<file path="src/sv/apt2d_pkg.sv">
// Shared types, constants and tables of the 2D affine point transform.
// Holds the CORDIC arctangent table, register indexes and the coefficient struct.
// Has no dependencies; every other file of the block depends on it.
`default_nettype none

package apt2d_pkg;

  localparam int COORD_W       = 32;
  localparam int ANG_W         = 26;
  localparam int FRAC_BITS_DEF = 16;
  localparam int HALF_TURN_DEG = 180;

  // Cosine and sine are kept as signed Q2.30.
  localparam int CS_W    = 32;
  localparam int CS_FRAC = 30;
  localparam int K_W     = 2 * CS_W;
  localparam int K_HALF  = K_W / 2;

  localparam int CORDIC_STEPS = 24;
  localparam int STEP_W       = $clog2((ANG_W > CORDIC_STEPS) ? ANG_W : CORDIC_STEPS);
  localparam int ATAN_W       = 37;
  localparam int Z_W          = 39;

  localparam logic signed [CS_W-1:0] CORDIC_GAIN  = 32'sd652032874;
  localparam logic signed [30:0]     NANO_PER_DEG = 31'sd1000000000;

  localparam int CFG_IDX_W  = 3;
  localparam int CFG_DATA_W = 32;

  localparam logic [CFG_IDX_W-1:0] CFG_ROTATION_ANGLE = 3'd0;
  localparam logic [CFG_IDX_W-1:0] CFG_SCALE_X        = 3'd1;
  localparam logic [CFG_IDX_W-1:0] CFG_SCALE_Y        = 3'd2;
  localparam logic [CFG_IDX_W-1:0] CFG_SHIFT_X        = 3'd3;
  localparam logic [CFG_IDX_W-1:0] CFG_SHIFT_Y        = 3'd4;

  // Products of the trigonometric terms with the scale factors, Q2.30 times Q(FRAC).
  typedef struct packed {
    logic signed [K_W-1:0] k_cx;  // cos * scale_x
    logic signed [K_W-1:0] k_sy;  // sin * scale_y
    logic signed [K_W-1:0] k_sx;  // sin * scale_x
    logic signed [K_W-1:0] k_cy;  // cos * scale_y
  } coef_t;

  // Arctangent of 2^-i in nanodegrees.
  function automatic logic [ATAN_W-1:0] atan_ndeg(input logic [STEP_W-1:0] idx);
    logic [ATAN_W-1:0] val;
    case (idx)
      5'd0:    val = 37'd45000000000;
      5'd1:    val = 37'd26565051177;
      5'd2:    val = 37'd14036243468;
      5'd3:    val = 37'd7125016349;
      5'd4:    val = 37'd3576334375;
      5'd5:    val = 37'd1789910608;
      5'd6:    val = 37'd895173710;
      5'd7:    val = 37'd447614171;
      5'd8:    val = 37'd223810500;
      5'd9:    val = 37'd111905677;
      5'd10:   val = 37'd55952892;
      5'd11:   val = 37'd27976453;
      5'd12:   val = 37'd13988227;
      5'd13:   val = 37'd6994114;
      5'd14:   val = 37'd3497057;
      5'd15:   val = 37'd1748528;
      5'd16:   val = 37'd874264;
      5'd17:   val = 37'd437132;
      5'd18:   val = 37'd218566;
      5'd19:   val = 37'd109283;
      5'd20:   val = 37'd54642;
      5'd21:   val = 37'd27321;
      5'd22:   val = 37'd13660;
      5'd23:   val = 37'd6830;
      default: val = '0;
    endcase
    return val;
  endfunction

endpackage

`default_nettype wire

</file>
<file path="src/sv/apt2d_trig.sv">
// Coefficient unit: reduces the angle, runs the CORDIC and forms the four
// cos/sin times scale products with one shared multiplier. Depends on apt2d_pkg.
`default_nettype none

module apt2d_trig #(
  parameter int FRAC_BITS = apt2d_pkg::FRAC_BITS_DEF
) (
  input  wire                                      clk_i,
  input  wire                                      rst_ni,
  input  wire                                      restart_i,
  input  wire  logic signed [apt2d_pkg::ANG_W-1:0] angle_i,
  input  wire  logic signed [apt2d_pkg::COORD_W-1:0] scale_x_i,
  input  wire  logic signed [apt2d_pkg::COORD_W-1:0] scale_y_i,
  output apt2d_pkg::coef_t                         coef_o,
  output logic                                     busy_o
);
  import apt2d_pkg::*;

  localparam int FULL_W = FRAC_BITS + 9;
  localparam int RED_W  = FULL_W + 1;
  localparam int NANO_W = RED_W + 31;

  // A full turn is 45 << (FRAC_BITS + 3); whole turns are counted with a
  // reciprocal of 45 scaled by 2^32, which is exact for any 26-bit operand.
  localparam int TURN_ODD = (2 * HALF_TURN_DEG) / 8;
  localparam int QSH      = FRAC_BITS + 3;
  localparam int RECIP_SH = 32;
  localparam int QP_W     = ANG_W + RECIP_SH;
  localparam logic [RECIP_SH-1:0] RECIP =
    RECIP_SH'(((64'd1 << RECIP_SH) + 64'(TURN_ODD - 1)) / 64'(TURN_ODD));

  localparam logic [FULL_W-1:0] FULL      = FULL_W'(2 * HALF_TURN_DEG) << FRAC_BITS;
  localparam logic [RED_W-1:0]  FULL_R    = RED_W'(2 * HALF_TURN_DEG) << FRAC_BITS;
  localparam logic [RED_W-1:0]  HALF_R    = RED_W'(HALF_TURN_DEG) << FRAC_BITS;
  localparam logic [RED_W-1:0]  QUARTER_R = RED_W'(HALF_TURN_DEG / 2) << FRAC_BITS;
  localparam logic [NANO_W-1:0] TRUNC_BIAS = (NANO_W'(1) << FRAC_BITS) - NANO_W'(1);

  typedef enum logic [10:0] {
    ST_IDLE  = 11'b000_0000_0001,
    ST_LOAD  = 11'b000_0000_0010,
    ST_QUOT  = 11'b000_0000_0100,
    ST_MOD   = 11'b000_0000_1000,
    ST_WRAP  = 11'b000_0001_0000,
    ST_FOLD  = 11'b000_0010_0000,
    ST_NANO  = 11'b000_0100_0000,
    ST_TRUNC = 11'b000_1000_0000,
    ST_ROT   = 11'b001_0000_0000,
    ST_SIGN  = 11'b010_0000_0000,
    ST_PROD  = 11'b100_0000_0000
  } trig_state_e;

  trig_state_e state_q, state_d;
  logic [STEP_W-1:0] step_q, step_d;

  logic [ANG_W-1:0]         mag_q, mag_d;
  logic                     neg_q, neg_d;
  logic [ANG_W-1:0]         quot_q, quot_d;
  logic signed [RED_W-1:0]  r_q, r_d;
  logic                     flip_q, flip_d;
  logic signed [NANO_W-1:0] nano_q, nano_d;
  logic signed [Z_W-1:0]    z_q, z_d;
  logic signed [CS_W-1:0]   x_q, x_d, y_q, y_d;
  logic signed [CS_W-1:0]   c_q, c_d, s_q, s_d;
  logic signed [K_W-1:0]    k_q [4];

  logic [QP_W-1:0]          quot_prod;
  logic [ANG_W-1:0]         turns;
  logic [FULL_W-1:0]        rem;
  logic [FULL_W-1:0]        r_pos;
  logic signed [RED_W-1:0]  r_pos_s;
  logic signed [NANO_W-1:0] nano_biased;
  logic signed [NANO_W-1:0] nano_shift;
  logic signed [Z_W-1:0]    atan_s;
  logic signed [CS_W-1:0]   dx, dy;
  logic signed [CS_W-1:0]   mul_a, mul_b;
  logic signed [K_W-1:0]    mul_p;

  always_comb begin
    state_d = state_q;
    step_d  = step_q;
    mag_d   = mag_q;
    neg_d   = neg_q;
    quot_d  = quot_q;
    r_d     = r_q;
    flip_d  = flip_q;
    nano_d  = nano_q;
    z_d     = z_q;
    x_d     = x_q;
    y_d     = y_q;
    c_d     = c_q;
    s_d     = s_q;

    quot_prod   = QP_W'(mag_q >> QSH) * QP_W'(RECIP);
    turns       = (quot_q * ANG_W'(TURN_ODD)) << QSH;
    rem         = FULL_W'(mag_q);
    r_pos       = (neg_q && (rem != '0)) ? FULL - rem : rem;
    r_pos_s     = $signed({1'b0, r_pos});
    nano_biased = nano_q + (nano_q[NANO_W-1] ? $signed(TRUNC_BIAS) : '0);
    nano_shift  = nano_biased >>> FRAC_BITS;
    atan_s      = $signed({{(Z_W - ATAN_W){1'b0}}, atan_ndeg(step_q)});
    dx          = y_q >>> step_q;
    dy          = x_q >>> step_q;
    mul_a       = (step_q[1] ^ step_q[0]) ? s_q : c_q;
    mul_b       = step_q[0] ? scale_y_i : scale_x_i;
    mul_p       = mul_a * mul_b;

    case (state_q)
      ST_IDLE: begin
      end
      ST_LOAD: begin
        neg_d   = angle_i[ANG_W-1];
        mag_d   = angle_i[ANG_W-1] ? ANG_W'(0) - angle_i : angle_i;
        step_d  = '0;
        state_d = ST_QUOT;
      end
      ST_QUOT: begin
        quot_d  = quot_prod[QP_W-1:RECIP_SH];
        state_d = ST_MOD;
      end
      ST_MOD: begin
        // Removing the whole turns leaves the magnitude modulo a full turn.
        mag_d   = mag_q - turns;
        state_d = ST_WRAP;
      end
      ST_WRAP: begin
        if (r_pos_s > $signed(HALF_R)) begin
          r_d = r_pos_s - $signed(FULL_R);
        end else begin
          r_d = r_pos_s;
        end
        state_d = ST_FOLD;
      end
      ST_FOLD: begin
        // Beyond a quarter turn the angle moves by a half turn and the result flips sign.
        flip_d = 1'b0;
        if (r_q > $signed(QUARTER_R)) begin
          r_d    = r_q - $signed(HALF_R);
          flip_d = 1'b1;
        end else if (r_q < -$signed(QUARTER_R)) begin
          r_d    = r_q + $signed(HALF_R);
          flip_d = 1'b1;
        end
        state_d = ST_NANO;
      end
      ST_NANO: begin
        nano_d  = r_q * NANO_PER_DEG;
        state_d = ST_TRUNC;
      end
      ST_TRUNC: begin
        z_d     = nano_shift[Z_W-1:0];
        x_d     = CORDIC_GAIN;
        y_d     = '0;
        step_d  = '0;
        state_d = ST_ROT;
      end
      ST_ROT: begin
        if (!z_q[Z_W-1]) begin
          x_d = x_q - dx;
          y_d = y_q + dy;
          z_d = z_q - atan_s;
        end else begin
          x_d = x_q + dx;
          y_d = y_q - dy;
          z_d = z_q + atan_s;
        end
        step_d = step_q + STEP_W'(1);
        if (step_q == STEP_W'(CORDIC_STEPS - 1)) begin
          state_d = ST_SIGN;
        end
      end
      ST_SIGN: begin
        c_d     = flip_q ? -x_q : x_q;
        s_d     = flip_q ? -y_q : y_q;
        step_d  = '0;
        state_d = ST_PROD;
      end
      ST_PROD: begin
        step_d = step_q + STEP_W'(1);
        if (step_q == STEP_W'(3)) begin
          state_d = ST_IDLE;
        end
      end
      default: begin
        state_d = ST_LOAD;
      end
    endcase

    if (restart_i) begin
      state_d = ST_LOAD;
    end
  end

  always_ff @(posedge clk_i or negedge rst_ni) begin
    if (!rst_ni) begin
      state_q <= ST_LOAD;
      step_q  <= '0;
    end else begin
      state_q <= state_d;
      step_q  <= step_d;
    end
  end

  always_ff @(posedge clk_i) begin
    mag_q  <= mag_d;
    neg_q  <= neg_d;
    quot_q <= quot_d;
    r_q    <= r_d;
    flip_q <= flip_d;
    nano_q <= nano_d;
    z_q    <= z_d;
    x_q    <= x_d;
    y_q    <= y_d;
    c_q    <= c_d;
    s_q    <= s_d;
    if (state_q == ST_PROD) begin
      k_q[step_q[1:0]] <= mul_p;
    end
  end

  assign coef_o.k_cx = k_q[0];
  assign coef_o.k_sy = k_q[1];
  assign coef_o.k_sx = k_q[2];
  assign coef_o.k_cy = k_q[3];
  assign busy_o      = (state_q != ST_IDLE);

endmodule

`default_nettype wire

</file>
<file path="config.mk">
export PLATFORM = sky130hd
export DESIGN_NAME = apt2d_trig
export DESIGN_NICKNAME = d
export VERILOG_FILES = /design/src/sv/apt2d_pkg.sv /design/src/sv/apt2d_trig.sv
export SDC_FILE = /design/constraint.sdc
export NUM_CORES = 2
export LEC_CHECK = 0
export ABC_AREA = 1
export BUFFER_PORTS_ARGS = -buffer_cell sky130_fd_sc_hd__buf_2
export CORE_UTILIZATION = 50
export DETAILED_ROUTE_END_ITERATION = 8
export GPL_TIMING_DRIVEN = 0
export PLACE_DENSITY = 0.65
export REMOVE_ABC_BUFFERS = 1
export SKIP_CTS_REPAIR_TIMING = 1
export SYNTH_ARGS = -nofsm -noshare
export SYNTH_HDL_FRONTEND = slang
export SYNTH_SLANG_ARGS = --single-unit
</file>
<file path="constraint.sdc">
create_clock -name clk_i -period 21.1 [get_ports clk_i]
set_input_delay 4.22 -clock clk_i [delete_from_list [all_inputs] [get_ports clk_i]]
set_output_delay 4.22 -clock clk_i [all_outputs]
set_load 0.02 [all_outputs]
</file>
# Yosys cells after proc, flatten, opt, wreduce, memory -nomap -nowiden

Memory sizes are Yosys's and may differ from the RTL's.
Cells that the tools add are included.

Order comparisons: 3
Eq/ne operators: 18
$mul: 4
Reduce and logical (&&, ||, !) cells: 10
Shift-type cells: 2
$add $sub $neg: 16
Muxes and demuxes: 26
Bitwise operators: 1

Operators with widths:

| operator                 | number |
|---|---|
| $mux W32                 | 6 |
| $pmux W32 S2             | 2 |
| $pmux W11 S11            | 1 |
| $mux W26                 | 4 |
| $pmux W26 S2             | 2 |
| $pmux W39 S2             | 1 |
| $add A32 B32 Y32         | 2 |
| $mul A32 B32 Y64         | 1 |
| $neg A32 Y32             | 2 |
| $sshr A32 B5 Y32         | 2 |
| $sub A32 B32 Y32         | 2 |
| $add A55 B16 Y55         | 1 |
| $mul A26 B22 Y48 const B | 1 |
| $add A39 B38 Y39         | 1 |
| $mux W39                 | 1 |
| $sub A39 B38 Y39         | 1 |
| $mul A7 B26 Y33 const B  | 1 |
| $mux W11                 | 3 |
| $add A26 B25 Y26 const B | 1 |
| $gt A26 B24 Y1 const B   | 1 |
| $lt A26 B24 Y1 const B   | 1 |
| $mul A26 B6 Y7 const B   | 1 |
| $sub A1 B26 Y26 const A  | 1 |
| $sub A25 B25 Y26 const B | 1 |
| 33 further kinds         | 40 |

Memories kept: 2
Register bits: 311
Bits in read-only memories: 1,152
Input port bits: 93
RAM bits: 256

Memories:

| name             | words | bits a word | read ports | clocked after memory_dff | write ports | line             | RTL |
|---|---|---|---|---|---|---|---|
| (name not given) | 32    | 36          | 1          | 0                        | 0           | apt2d_pkg.sv:47  | `case (idx)` |
| k_q              | 4     | 64          | 4          | 0                        | 1           | apt2d_trig.sv:64 | `logic signed [K_W-1:0] k_q [4];` |

# Depth between registers and ports, before layout

Depth in word-level cells: 6
Mapped depth: 44
Depth with buffers taken out: 36

# Least setup slack after synthesis

Ideal clock, no wire load.

Path type: input port to flip-flop
Start point: input scale_x_i[6] (netlist bit)
End point: memory k_q[0][63] (netlist bit) (data pin)
Setup time: 0.180 ns
Required time: 20.920 ns
Slack: 9.575 ns
Stages on the path: 28
Buffers on the path: 0
Data arrival time: 11.345 ns
Cells stage by stage: inv_1 > o21ai_1 > clkinv_1 > nor2_1 > fa_1 > inv_1 > fa_1 > inv_1 > fa_1 > fa_1 > inv_1 > fa_1 > inv_1 > fa_1 > inv_1 > fa_1 > inv_1 > fa_1 > ha_1 > nand2_1 > nor2_1 > inv_1 > nor4_1 > o21ai_0 > nand3_1 > nand3_1 > nand2_1 > xor2_1

Word-level cells in the longest chain between the ends: 2

Ends and longest elaborated chain:

| element          | line              | RTL |
|---|---|---|
| from (decl)      | apt2d_trig.sv:12  | `input wire logic signed [apt2d_pkg::COORD_W-1:0] scale_x_i,` |
| $mux W32         | apt2d_trig.sv:104 | `mul_b = step_q[0] ? scale_y_i : scale_x_i;` |
| $mul A32 B32 Y64 | apt2d_trig.sv:105 | `mul_p = mul_a * mul_b;` |
| net mul_p[63]    | apt2d_trig.sv:76  | `logic signed [K_W-1:0] mul_p;` |
| to (decl)        | apt2d_trig.sv:64  |  |

The timed path passes the listed nets, and every way through them passes these cells.

# Worst setup path in the final report

Start point: input scale_x_i[6] (netlist bit)
End point: memory k_q[3][57] (netlist bit) (data pin)

Same word-level chain as after synthesis.

==> summary.txt <==
Placed design
  – RePlAce Congestion: around 0.98
  – Post-place setup slack: 6.77 ns
  – DP HPWL: around 230000 um
  – IO Port Bufs: 349

Floorplan
  – Initial Util: 0.504
  – Die ar.: 0.168 sq mm
  – # rows: 149
  – Core Region: between 0.15 and 0.2 sq mm
  – Die width: 409 um
  – I/O pin count: 350
  – Die H: approximately 410 um

Global routing
  – Number of global-route vias before repair: 70285
  – Grt ovf: 0
  – First-pass GRT wire length: 419000 um
  – Total GRT Usage: 0.333
  – Initial antenna violation count: 1
  – Largest net degree at the start of global routing: 76

STA
  – Slew @ Worst Pin: 1.49 ns
  – Slew Limit Fails: 1
  – Max frequency: a little over 70 MHz
  – Setup ws final: around 7.3 ns
  – Tcrit/Tclk final: 0.653
  – Hold Vio Cnt, Final: 0
  – Period minus WS final: 13.78 ns
  – Final setup violation count: 0
  – RSZ-0062 raised after global routing: false
  – Slew headroom: -0.00180
  – Worst Skew: around 0.038 ns

Synthesis
  – YS warnings: 0
  – Register area share after synthesis: 0.195
  – Mapped Cells: 9637
  – Post-synth ARST share: 0.0295
  – Top FF cell, synth: edfxtp_1
  – Post-synth EDFFs: 526
  – Post-synth cell types: 68
  – Synth Area per Inst: 8.61 sq um
  – Synthesized flop and latch total: approximately 540
  – Mapped cell area: 0.0830 sq mm

Finish
  – Nets: 11938
  – P&R area growth vs syn: 9.38%
  – Ant diodes: 0
  – Share of layout cells above drive strength 1: 0.0722

Worst setup path
  – Required @ worst endpoint: ~22 ns
  – Critical path's slowest cell: clkinv_1
  – Largest delay share family, worst path: adder cells
  – Setup CP Type: in -> reg
  – Buffers & Inverters on Critical Path: 8
  – Critical Path Max Stage Delay: 0.98 ns
  – CP arrival: 14.19 ns
  – Setup crit start kind: input port
  – CP most frequent cell: fa_1
  – CP max FO: 17
  – Critical Path Sink Type: flop

Route
  – Initial DRC Count: between 6000 and 7000
  – DR WL/cell: around 23 um
  – Vias per cell: 5.64
  – Total number of vias: 68314
  – Drt total wl: 276000 um
  – Drc violations: 0
  – Routed Antenna Nets: 0
  – Pre-antenna DRT Iters: 8

Outcome
  – Failing checks: max-capacitance violations, max-slew violations
  – Status: finished with violations

CTS
  – CTS clock-pin slew for the worst setup and hold paths: 0.06 ns
  – Worst-case clock buffer depth: 3
  – CTS tree: yes
  – # H-tree levels: 3
  – Clock Tree Root: clkbuf_16
  – Clk_lat worst skew: between 0.7 and 0.8 ns
  – Sink Count: between 500 and 600
  – CTS buffer count: 67

Min path
  – Hold WC Path Type: reg -> reg

Flow run
  – MaxCap Viol Count: 2
## through the flow
stage | hold slack [ns] | std cells | setup TNS [ns] | cell area [sq um] | utilization
finish | 0.483 | 12120 | 0 | 90800 | 0.551
global route | 0.492 | 12120 | 0 | 90800 | 0.551
CTS | 0.481 | 12115 | 0 | 90700 | 0.550
detailed placement | 0.467 | 11992 | 0 | 88400 | 0.537
global placement | 0.467 | 11900 | -16.48 | 86300 | 0.523
floorplan | 0.451 | 9362 | 0 | 81800 | -
## path summary, 6_finish.rpt
check,startpoint,end,slack [ns],cells past startpoint
min in group asynchronous,rst_ni,state_q[2],3.48,1
hold / removal,y_q[0],s_q[0],0.48,0
setup / recovery,scale_x_i[6],k_q[3][57],7.32,26
max in group asynchronous,rst_ni,step_q[0],17.26,1
setup reg to reg,step_q[0],k_q[3][53],8.30,27
hold reg to reg,y_q[0],s_q[0],0.48,0
## cells in the final DEF (no fill, tap or decap), types with 16 or more instances in the layout
cell type,count
nand3_1,449
o21ai_1,26
buf_12,17
buf_8,29
nor3_1,88
nor4_1,35
ha_1,580
o31ai_1,16
a21o_1,24
or2_2,27
o21a_1,34
xor2_1,204
nand4_1,58
clkbuf_16,68
o21bai_1,17
edfxtp_1,526
buf_16,36
fa_1,1387
inv_1,1951
clkinv_1,35
a21oi_1,425
o21ai_2,38
a31oi_1,58
xnor2_1,117
o211ai_1,17
nand2_1,1720
nor2_1,1035
buf_2,349
o21ai_0,310
nor2_2,16
## per-layer routing
| metal | wire, um | part of all wire | GRT usage |
|---|---|---|---|
| met1 | 106000 | 0.38 | 0.417 |
| met2 | 130000 | 0.47 | 0.553 |
| met3 | 21100 | 0.077 | 0.0438 |
| met4 | 18700 | 0.068 | 0.191 |
| met5 | 0 | 0 | 0 |
## cell families after synthesis
kind of cell	count (synthesis)	share of synthesized area
simple gates	3494	0.173
buf+inv	2266	0.105
fa+ha+maj	1968	0.422
compound gates	1038	0.0693
flops	542	0.195
xor+xnor	329	0.0354
## area by class of cell
type,instances,area [sq um]
clock buffers,78,1760
flip-flops and latches,542,16200
well taps,2189,2740
fillers,15191,74000
clock inverters,45,513
repair buffers,446,3640
multi-input cells,6829,58500
inverters,1991,7480
## flip-flops by register name (all words and copies together) (netlist names)
| register | count |
|---|---|
| c_q | 32 |
| flip_q | 1 |
| k_q | 256 |
| mag_q | 26 |
| nano_q | 47 |
| neg_q | 1 |
| quot_q | 2 |
| r_q | 26 |
| s_q | 32 |
| state_q | 11 |
| step_q | 5 |
| x_q | 32 |
| y_q | 32 |
| z_q | 39 |
## cells in the mapped netlist, types with 27 or more instances
cell type | number | area share
xor2_1 | 204 | 0.022
inv_1 | 1955 | 0.088
nor3_1 | 88 | 0.0053
ha_1 | 581 | 0.088
a31oi_1 | 58 | 0.0044
nand4_1 | 58 | 0.0044
a21oi_1 | 425 | 0.026
or2_2 | 27 | 0.0020
o21ai_1 | 63 | 0.0038
nand2_1 | 1721 | 0.078
nand3_1 | 449 | 0.027
fa_1 | 1387 | 0.33
clkbuf_1 | 193 | 0.0087
o21ai_0 | 325 | 0.020
buf_2 | 45 | 0.0027
nor2_1 | 1042 | 0.047
edfxtp_1 | 526 | 0.19
nor4_1 | 36 | 0.0027
o21a_1 | 34 | 0.0031
xnor2_1 | 117 | 0.012
Power is left out: the tool's default activity adds up to more than one toggle a clock period on the data nets, which glitch-free logic cannot reach.
